File: src/design/skrs_pkg.sv
// Shared types and constants for the sorted key range search block.
package skrs_pkg;

   localparam int TABLE_DEPTH_DEF     = 1024;
   localparam int LINEAR_CUTOFF_DEF   = 10;
   localparam int ITEM_INDEX_BITS_DEF = 18;

   localparam int KEY_W         = 63;
   localparam int SLOT_FIELD_W  = 10;
   localparam int RANGE_FIELD_W = 11;

   typedef enum logic {
      CMD_WRITE  = 1'b0,
      CMD_SEARCH = 1'b1
   } cmd_type;

   typedef enum logic [2:0] {
      ST_IDLE,
      ST_CHECK,
      ST_BIN_CMP,
      ST_LIN,
      ST_EMIT
   } state_type;

   // controller -> datapath
   typedef struct packed {
      logic wr;
      logic load;
      logic bin_read;
      logic bin_apply;
      logic lin_init;
      logic lin_step;
      logic take_hit;
      logic emit;
   } ctrl_cmd_type;

   // datapath -> controller
   typedef struct packed {
      logic empty;
      logic narrow;
      logic key_gt;
      logic key_eq;
      logic mid_at_lo;
      logic lin_hit;
      logic lin_end;
   } dp_status_type;

endpackage

File: src/design/skrs_ctrl.sv
// Search sequencer: state machine driving the datapath and the response valid.
module skrs_ctrl (
   input  logic                   clock,
   input  logic                   reset,
   input  logic                   req_valid,
   input  skrs_pkg::cmd_type      req_command,
   output logic                   req_ready,
   input  logic                   rsp_ready,
   output logic                   rsp_valid,
   output skrs_pkg::ctrl_cmd_type cmd,
   input  skrs_pkg::dp_status_type status
);
   import skrs_pkg::*;

   state_type state_ff, state_in;
   logic      rsp_valid_ff, rsp_valid_in;
   logic      accept;
   logic      slot_free;

   assign req_ready = (state_ff == ST_IDLE);
   assign accept    = req_valid && req_ready;
   assign slot_free = !rsp_valid_ff || rsp_ready;

   // next state
   always_comb begin
      state_in = state_ff;
      unique case (state_ff)
         ST_IDLE: begin
            if (accept && req_command == CMD_SEARCH) state_in = ST_CHECK;
         end
         ST_CHECK: begin
            priority if (status.empty) state_in = ST_EMIT;
            else if (status.narrow)    state_in = ST_LIN;
            else                       state_in = ST_BIN_CMP;
         end
         ST_BIN_CMP: begin
            priority if (status.key_eq)                   state_in = ST_EMIT;
            else if (status.key_gt)                       state_in = ST_CHECK;
            else if (status.mid_at_lo)                    state_in = ST_EMIT;
            else                                          state_in = ST_CHECK;
         end
         ST_LIN: begin
            if (status.lin_hit || status.lin_end) state_in = ST_EMIT;
         end
         ST_EMIT: begin
            if (slot_free) state_in = ST_IDLE;
         end
         default: state_in = ST_IDLE;
      endcase
   end

   // outputs
   always_comb begin
      cmd = '0;
      unique case (state_ff)
         ST_IDLE: begin
            cmd.wr   = accept && (req_command == CMD_WRITE);
            cmd.load = accept && (req_command == CMD_SEARCH);
         end
         ST_CHECK: begin
            cmd.bin_read = !status.empty && !status.narrow;
            cmd.lin_init = !status.empty && status.narrow;
         end
         ST_BIN_CMP: begin
            cmd.take_hit  = status.key_eq;
            cmd.bin_apply = !status.key_eq && (status.key_gt || !status.mid_at_lo);
         end
         ST_LIN: begin
            cmd.take_hit = status.lin_hit;
            cmd.lin_step = !status.lin_hit;
         end
         ST_EMIT: begin
            cmd.emit = slot_free;
         end
         default: cmd = '0;
      endcase
   end

   always_comb begin
      rsp_valid_in = rsp_valid_ff;
      priority if (cmd.emit)  rsp_valid_in = 1'b1;
      else if (rsp_ready)     rsp_valid_in = 1'b0;
   end

   always_ff @(posedge clock) begin
      if (reset) begin
         state_ff     <= ST_IDLE;
         rsp_valid_ff <= 1'b0;
      end else begin
         state_ff     <= state_in;
         rsp_valid_ff <= rsp_valid_in;
      end
   end

   assign rsp_valid = rsp_valid_ff;

`ifndef SYNTH
   a_write_stays_idle: assert property (@(posedge clock) disable iff (reset)
      (accept && req_command == CMD_WRITE) |=> state_ff == ST_IDLE)
      else $error("write command left idle");

   a_search_starts: assert property (@(posedge clock) disable iff (reset)
      (accept && req_command == CMD_SEARCH) |=> state_ff == ST_CHECK)
      else $error("search command did not start");

   a_emit_waits: assert property (@(posedge clock) disable iff (reset)
      (state_ff == ST_EMIT && rsp_valid_ff && !rsp_ready) |=>
      (state_ff == ST_EMIT && rsp_valid_ff))
      else $error("result dropped while response stalled");
`endif
endmodule

File: config.mk
export PLATFORM = sky130hd
export DESIGN_NAME = skrs_ctrl
export DESIGN_NICKNAME = d
export VERILOG_FILES = /design/src/design/skrs_pkg.sv /design/src/design/skrs_ctrl.sv
export SDC_FILE = /design/constraint.sdc
export NUM_CORES = 1
export LEC_CHECK = 0
export BUFFER_PORTS_ARGS = -buffer_cell sky130_fd_sc_hd__buf_2
export CAP_MARGIN = 30
export CORE_AREA = 2 2 39 41
export DETAILED_ROUTE_END_ITERATION = 6
export DIE_AREA = 0 0 41 43
export GPL_ROUTABILITY_DRIVEN = 1
export PLACE_DENSITY = 0.51
export SLEW_MARGIN = 10
export SYNTH_ARGS = -nofsm -noshare
export SYNTH_HDL_FRONTEND = slang
export SYNTH_SLANG_ARGS = --single-unit
export TNS_END_PERCENT = 10
File: constraint.sdc
create_clock -name clock -period 1.1 [get_ports clock]
set_input_delay 0.165 -clock clock [delete_from_list [all_inputs] [get_ports clock]]
set_output_delay 0.165 -clock clock [all_outputs]
set_load 0.03 [all_outputs]
* Word-level counts from Yosys, hierarchy flattened
Index checks and enable logic that the tools add are counted.
Operators by class: multiplexer cells 18, bitwise operators 1, reductions and logical operators 18, equality and inequality tests 7
Operators with widths (count):
- 2-to-1 mux 3 bit | 7
- case mux 3 bit (5 select lines) | 1
- 2-to-1 mux 1 bit | 8
- equality test 3 x 2 -> 1 bit, second input constant | 2
- logical AND 1 bit | 6
- logical NOT 1 bit | 6
- != test 2 bit, second input constant | 2
- equality test 3 x 1 -> 1 bit, second input constant | 1
- equality test 3 bit, second input constant | 1
- logical NOT 3 bit | 1
- logical OR 1 bit | 3
- AND reduction 3 bit | 1
- 2-to-1 mux 2 bit | 1
- != test 2 x 1 -> 1 bit, second input constant | 1
- case mux 1 bit (2 select lines) | 1
- nonzero test 2 bit | 1
- NOT 1 bit | 1
Word-level totals: register bits 4, output and inout port bits 10, bits of input ports 12

* Longest topological paths before layout
Gate-level depths: netlist of the first run.
depth after elaboration 5, depth in mapped cells 5

* Worst setup path before layout of the first run
No wires, ideal clock.
path type register -> output, start register state_ff[0], end output cmd[7] (netlist name), arrival 1.763 ns, path buffers 1, slack -0.828 ns, required time 0.935 ns, stages on the path, launching flop included 5, path through dfxtp_1 buf_4 nor3_1 nand2_1 nor2_1
RTL lines:
- start, declared | RTL line skrs_ctrl.sv:15 | state_type state_ff, state_in;
- start signal, assigned | RTL line skrs_ctrl.sv:90 | state_ff <= state_in;
- end, declared | RTL line skrs_ctrl.sv:10 | output skrs_pkg::ctrl_cmd_type cmd,

==> results of run 1 <==
final cells by class:
type | instances | area, um2
fillers | 139 | 741
multi-input cells | 33 | 262
repair buffers | 34 | 253
flip-flops and latches | 4 | 82.6
clock buffers | 3 | 22.5
well taps | 16 | 20.0
inverters | 1 | 3.75
cell usage in the layout (no fill, tap or decap), drive strengths merged:
cell type / n
nand2: 3
a221o: 1
nor3: 2
a2111o: 1
inv: 1
clkbuf: 3
nor2: 9
buf: 34
dfxtp: 4
or4b: 1
nor4: 1
and3: 1
o21ai: 1
a21oi: 4
mux2i: 1
nor3b: 1
nand2b: 2
or3: 1
nor2b: 3
o22ai: 1
report_power, final:
group	total (mW)	internal (mW)	switching (mW)	leakage, nW
registers	0.165	0.157	0.00751	0.0334
logic	0.282	0.144	0.139	0.254
clock network	0.179	0.122	0.0574	0.0138
total	0.626	0.423	0.204	0.301
synthesized netlist by cell type:
master / count
nand2_1: 3
nor4_1: 1
nor3b_1: 1
or3_1: 1
mux2i_1: 1
nor2_4: 1
nor2_1: 8
o21ai_0: 1
inv_1: 1
o22ai_2: 1
a21oi_1: 4
or4b_4: 1
dfxtp_1: 4
buf_4: 2
nor2b_1: 3
nand2b_1: 2
nor3_1: 2
and3_1: 1
a2111o_1: 1
a221o_1: 1
stage by stage:
stage	instances	TNS [ns]	instance area (um2)	utilization (%)	hold slack [ns]
after floorplan	40	-1.73	338	-	0.234
after global placement	86	-1.98	527	38.1	0.416
after detailed placement	86	-1.98	527	38.1	0.415
after CTS	91	-3.47	637	46.0	0.162
after global routing	91	-3.99	643	46.5	0.182
final	91	-3.32	643	46.5	0.164
worst reg2reg max path: cells and delay by family (launching register included):
kind | cells | cell delay, ns
AND/OR/NAND/NOR | 2 | 0.68
buffers and inverters | 2 | 0.20
AO/OA/AOI/OAI | 2 | 0.11
flip-flops | 1 | 0.32
worst max-delay path by stage:
stage                      from          end  cells past startpoint
global placement    state_ff[2]       cmd[3]                      3
global route        state_ff[1]       cmd[3]                      3
finish              state_ff[1]       cmd[3]                      3
detailed placement  state_ff[1]       cmd[0]                      4
CTS                 state_ff[1]       cmd[3]                      3
floorplan           state_ff[0]  state_ff[0]                      5
state kept, by name, indices dropped and copies added, names as in the netlist:
register / flops
rsp_valid: 1
state_ff: 3
metal layers:
metal  wire [um]  vias to the layer above  global-route usage (%)
li1            -                      212                       -
met1         354                      188                    12.6
met2         462                       10                    16.9
met3          34                        0                    4.71
met4           0                        0                    2.00
met5           0                        -                       0
logic make-up after synthesis:
logic type             count (synthesis)  synth area share, %
and+or+nand+nor                       24                 44.4
muxes                                  1                 3.32
DFF                                    4                 26.6
AOI/OAI and AO/OA                      8                 19.5
buffers and inverters                  3                 6.22
repair_timing:
item | 4_1_cts | 5_1_grt
setup buffers | 2 | 0
resized for setup | 20 | 2
pin swaps | 10 | 0
endpoints found under the setup margin | 12 | 12
==> key figures, run 1 <==
Status
  • Result of the run: finished, violations left
  • Failing checks: setup timing

Clocking
  • Clock-pin slew on the worst setup and hold paths: approximately 0.04 ns
  • Level count of the clock H-tree: 1
  • Skew-Pair Late Insertion Delay: 0.23 ns
  • Bufs on Longest Clock Path: 2
  • Root Driver: clkbuf_4
  • TritonCTS clock tree: built
  • Clock sink count: 4
  • Number of hold buffers added after CTS: 0
  • Number of buffers created by CTS: 3

Floorplan
  • Initial Utilization: a little over a fifth
  • Vertical extent of the die: between 40 and 50 um
  • Die X-Extent: around 41 um
  • Core Area: roughly 0.0014 mm2
  • Std cell rows: 14
  • Die outline area: about 0.0018 mm2
  • IO Count: 22

Final layout
  • Total number of nets in the final design: 89
  • Count of antenna diodes in the layout: 0
  • Signed area change from the synthesized netlist to the final layout: 113%
  • Fraction of layout instances using a drive strength above 1: 69.3%

Min path
  • End point of the most critical hold path: state_ff[1]
  • Number of cells traversed by the worst hold path: 2
  • Hold Startpoint: reset
  • Worst min path class: input port to flop

Setup path
  • Crit path max fanout: 3
  • Worst reg2reg startpoint: state_ff[1]
  • Number of buffers and inverters on the critical path: 1
  • Worst Path Class, Setup: flop to output pin
  • Destination of the worst register-to-register timing path: state_ff[0]
  • Critical Path AT: 1.36 ns
  • Kind of cell with the highest combined delay on the critical path: simple AND/OR/NAND/NOR gates
  • Reg2Reg Setup Slack: -0.28 ns
  • Worst reg2reg path depth: 6
  • Max incr delay on CP: 0.56 ns
  • Setup crit end kind: output pin
  • Slowest library cell on the worst path: or4b_4
  • Worst endpoint required time: 0.94 ns
  • Crit start category: flop
  • Cells traversed along the worst timing path: or4b_4 -> nor2_4 -> buf_6

Routing
  • Total wire length after detailed routing: around 850 um
  • Detailed-routing iteration count for the pre-antenna-repair pass: 3
  • Via density per instance: roughly 4.5
  • Via count: 410
  • Drc violations: 0
  • ANT nets after route: 0
  • Average routed wire per standard cell: 9.36 um
  • DRC marker count from the first detailed-route iteration: 2

Synthesis
  • Post-synth net total: between 50 and 60
  • Cells after synthesis: 40
  • Area fraction of the dominant cell type after synthesis: between 20% and 30%
  • Warnings from Yosys: 0
  • Mean instance size in the synthesized netlist: around 7.5 um2
  • Seq/Total Area, Yosys: approximately a quarter
  • Post-synthesis instance area: slightly above 300 um2
  • Flop and latch count out of synthesis: 4
  • Synth cell types: 20
  • Ranking of synthesized cells by area: dfxtp_1 27%, nor2_1 10%, a21oi_1 6.6%
  • Most area-hungry cell type in the Yosys netlist: dfxtp_1

Timing
  • Crit path setup slack, layout: -0.427 ns
  • Post-route clock skew: 0.00348 ns
  • Unrepaired setup endpoints after global routing: yes
  • Slew Limit Headroom: between 80% and 90%
  • Final period util: 139%
  • Number of endpoints with negative hold slack in the final report: 0
  • Worst Tran Pin Value: between 0.2 and 0.3 ns
  • Fmax: ~650 MHz
  • Post-route minimum period: 1.53 ns
  • Max Transition Viols Final: 0
  • Total of endpoints with negative setup slack in the final report: 12

Placement
  • IO Port Bufs: 21
  • Post-Place Worst Slack: -0.263 ns
  • Post-detailed-placement half-perimeter wirelength: roughly 670 um
  • Weighted congestion at the end of routability-driven global placement: 0.631

GRT
  • Largest net degree at the start of global routing: 8
  • Number of global-route vias before repair: between 300 and 400
  • Grt ovf: 0
  • Number of antenna violations at the first check in global routing: 0
  • First-pass GRT wire length: between 1000 and 1500 um
  • Tot GR Track Use: 10.6%

Power
  • Sum of internal, switching and leakage power: about 630 uW
  • VDD IR max: between 0.0004 and 0.0005 V
  • Standby leakage power: between 0.3 and 0.4 nW
  • Power per unit of standard cell area: roughly 970 mW/mm2

Flow run
  • Number of max-cap violations: 0
Note: power is estimated with default switching activity, not from simulation.
==> run 2: changes to the inputs <==
Settings changed: CORE_AREA 2 2 39 41 to 3 3 40 42, DIE_AREA 0 0 41 43 to 0 0 43 45.
==> run 2 against run 1 <==
  * The run still ends with setup timing left
  * Sequential share of layout area is 0.47 points higher
  * Critical path depth stayed put
  * Sequential power hardly changed
  * Global-route usage is 0.38 points lower
  * Worst hold slack worse by 0.018 ns
  * First-iteration DRC count is 50% higher
  * Critical path type unchanged
==> key figures, run 2 (same netlist as run 1, synthesis figures left out) <==
Status
  • Result of the run: finished, violations left
  • Failing checks: setup timing

Routing
  • Average routed wire per standard cell: roughly 11 um
  • Total wire length after detailed routing: just over 900 um
  • Via density per instance: 4.68
  • Via count: 398
  • Detailed-routing iteration count for the pre-antenna-repair pass: 3
  • ANT nets after route: 0
  • Drc violations: 0
  • DRC marker count from the first detailed-route iteration: 3

Timing
  • Max Transition Viols Final: 0
  • Post-route minimum period: 1.51 ns
  • Post-route clock skew: approximately 0.0014 ns
  • Number of endpoints with negative hold slack in the final report: 0
  • Crit path setup slack, layout: -0.408 ns
  • Final period util: 137%
  • Worst Tran Pin Value: between 0.2 and 0.3 ns
  • Fmax: 663 MHz
  • Slew Limit Headroom: between 80 and 90%
  • Unrepaired setup endpoints after global routing: yes
  • Total of endpoints with negative setup slack in the final report: 12

Final layout
  • Total number of nets in the final design: between 80 and 90
  • Most frequent cells in the layout: 12 x buf_2, 9 x buf_4, 8 x buf_6
  • Signed area change from the synthesized netlist to the final layout: 106%
  • Layout Cell Area excl Fill: 621 um2
  • Final cell count without fillers: between 80 and 90
  • Count of antenna diodes in the layout: 0
  • Fraction of layout instances using a drive strength above 1: just over 70%
  • Flip-flop count of the largest register, all copies and words added: 3
  • Most flops, register: state_ff
  • Most common cell after layout, fill and taps aside: buf_2

Floorplan
  • Core Area: between 0.001 and 0.0015 mm2
  • IO Count: 22
  • Die outline area: 0.00194 mm2
  • Initial Utilization: roughly a quarter
  • Die X-Extent: around 43 um
  • Std cell rows: 13
  • Vertical extent of the die: around 45 um

Power
  • VDD IR max: 0.000480 V
  • Standby leakage power: ~0.28 nW
  • Power per unit of standard cell area: 977 mW/mm2

GRT
  • Tot GR Track Use: just over 10%
  • Number of global-route vias before repair: roughly 360
  • First-pass GRT wire length: 1420 um
  • Grt ovf: 0
  • Largest net degree at the start of global routing: 9
  • Number of antenna violations at the first check in global routing: 0

Setup path
  • Worst endpoint required time: between 0.9 and 1 ns
  • Crit start category: flop
  • Worst Path Class, Setup: flop to output pin
  • Critical Path AT: between 1 and 1.5 ns
  • Setup crit end kind: output pin
  • Crit path max fanout: 3

Clocking
  • Clock sink count: 4
  • Level count of the clock H-tree: 1
  • Bufs on Longest Clock Path: 2
  • Root Driver: clkbuf_4
  • TritonCTS clock tree: built
  • Number of hold buffers added after CTS: 0
  • Number of buffers created by CTS: 3
  • Skew-Pair Late Insertion Delay: ~0.23 ns
  • Postcts setup bufs: 0
  • Clock-pin slew on the worst setup and hold paths: 0.04 ns

Min path
  • Worst min path class: input port to flop

Placement
  • Instance area at placement: approximately 500 um2
  • IO Port Bufs: 21
  • Number of placed instances, taps included: a little over 80
  • Weighted congestion at the end of routability-driven global placement: 0.687
  • Post-detailed-placement half-perimeter wirelength: ~670 um

Flow run
  • Number of max-cap violations: 0
-- run 2: timing repair --
action                                  4_1_cts  5_1_grt
gates resized for setup                      17       10
pin swaps                                     4        2
endpoints found under the setup margin       12       12
-- run 2: power by group --
part | leakage, nW | total, mW | switching (mW) | internal [mW]
clock | 0.0138 | 0.182 | 0.0601 | 0.122
combinational | 0.229 | 0.262 | 0.141 | 0.122
sequential | 0.0334 | 0.162 | 0.00471 | 0.157
-- run 2: final timing paths --
path                             startpoint           to  slack [ns]  cells after the start
worst max-delay path            state_ff[1]       cmd[3]       -0.41                      3
worst min-delay path                  reset  state_ff[2]        0.15                      2
worst max register to register  state_ff[1]  state_ff[0]       -0.18                      5
worst min register to register  state_ff[2]  state_ff[1]        0.60                      2
-- run 2: through the flow --
| stage | setup TNS, ns | setup WS, ns | power, mW | util, % | hold WS [ns] |
|---|---|---|---|---|---|
| after floorplan | -1.73 | -0.277 | 0.315 | - | 0.234 |
| after global placement | -1.61 | -0.243 | 0.386 | 39.1 | 0.403 |
| after detailed placement | -1.51 | -0.250 | 0.387 | 39.1 | 0.403 |
| after CTS | -3.11 | -0.421 | 0.607 | 45.8 | 0.152 |
| after global routing | -3.63 | -0.460 | 0.650 | 48.3 | 0.144 |
| final | -2.90 | -0.408 | 0.606 | 48.3 | 0.146 |
-- run 2: critical path, stage by stage (launching register included) --
cell and delay [ns]:
dfxtp_1 0.30, or4b_4 0.56, nor2_4 0.12, buf_6 0.13
-- run 2: area by class of cell --
cell class / count / area [um2]
clock buffer: 3 / 22.5
fill: 128 / 664
inverter: 1 / 3.75
multi-input combinational: 33 / 275
sequential: 4 / 82.6
tap: 15 / 18.8
timing repair buffer: 29 / 218
-- run 2: metal layers --
layer / vias up / share of wire, % / GRT usage [%]
met2: 16 / 47 / 15.3
met4: 0 / 0 / 1.81
met5: - / 0 / 0
li1: 203 / - / -
met1: 179 / 43 / 12.8
met3: 0 / 10 / 5.98
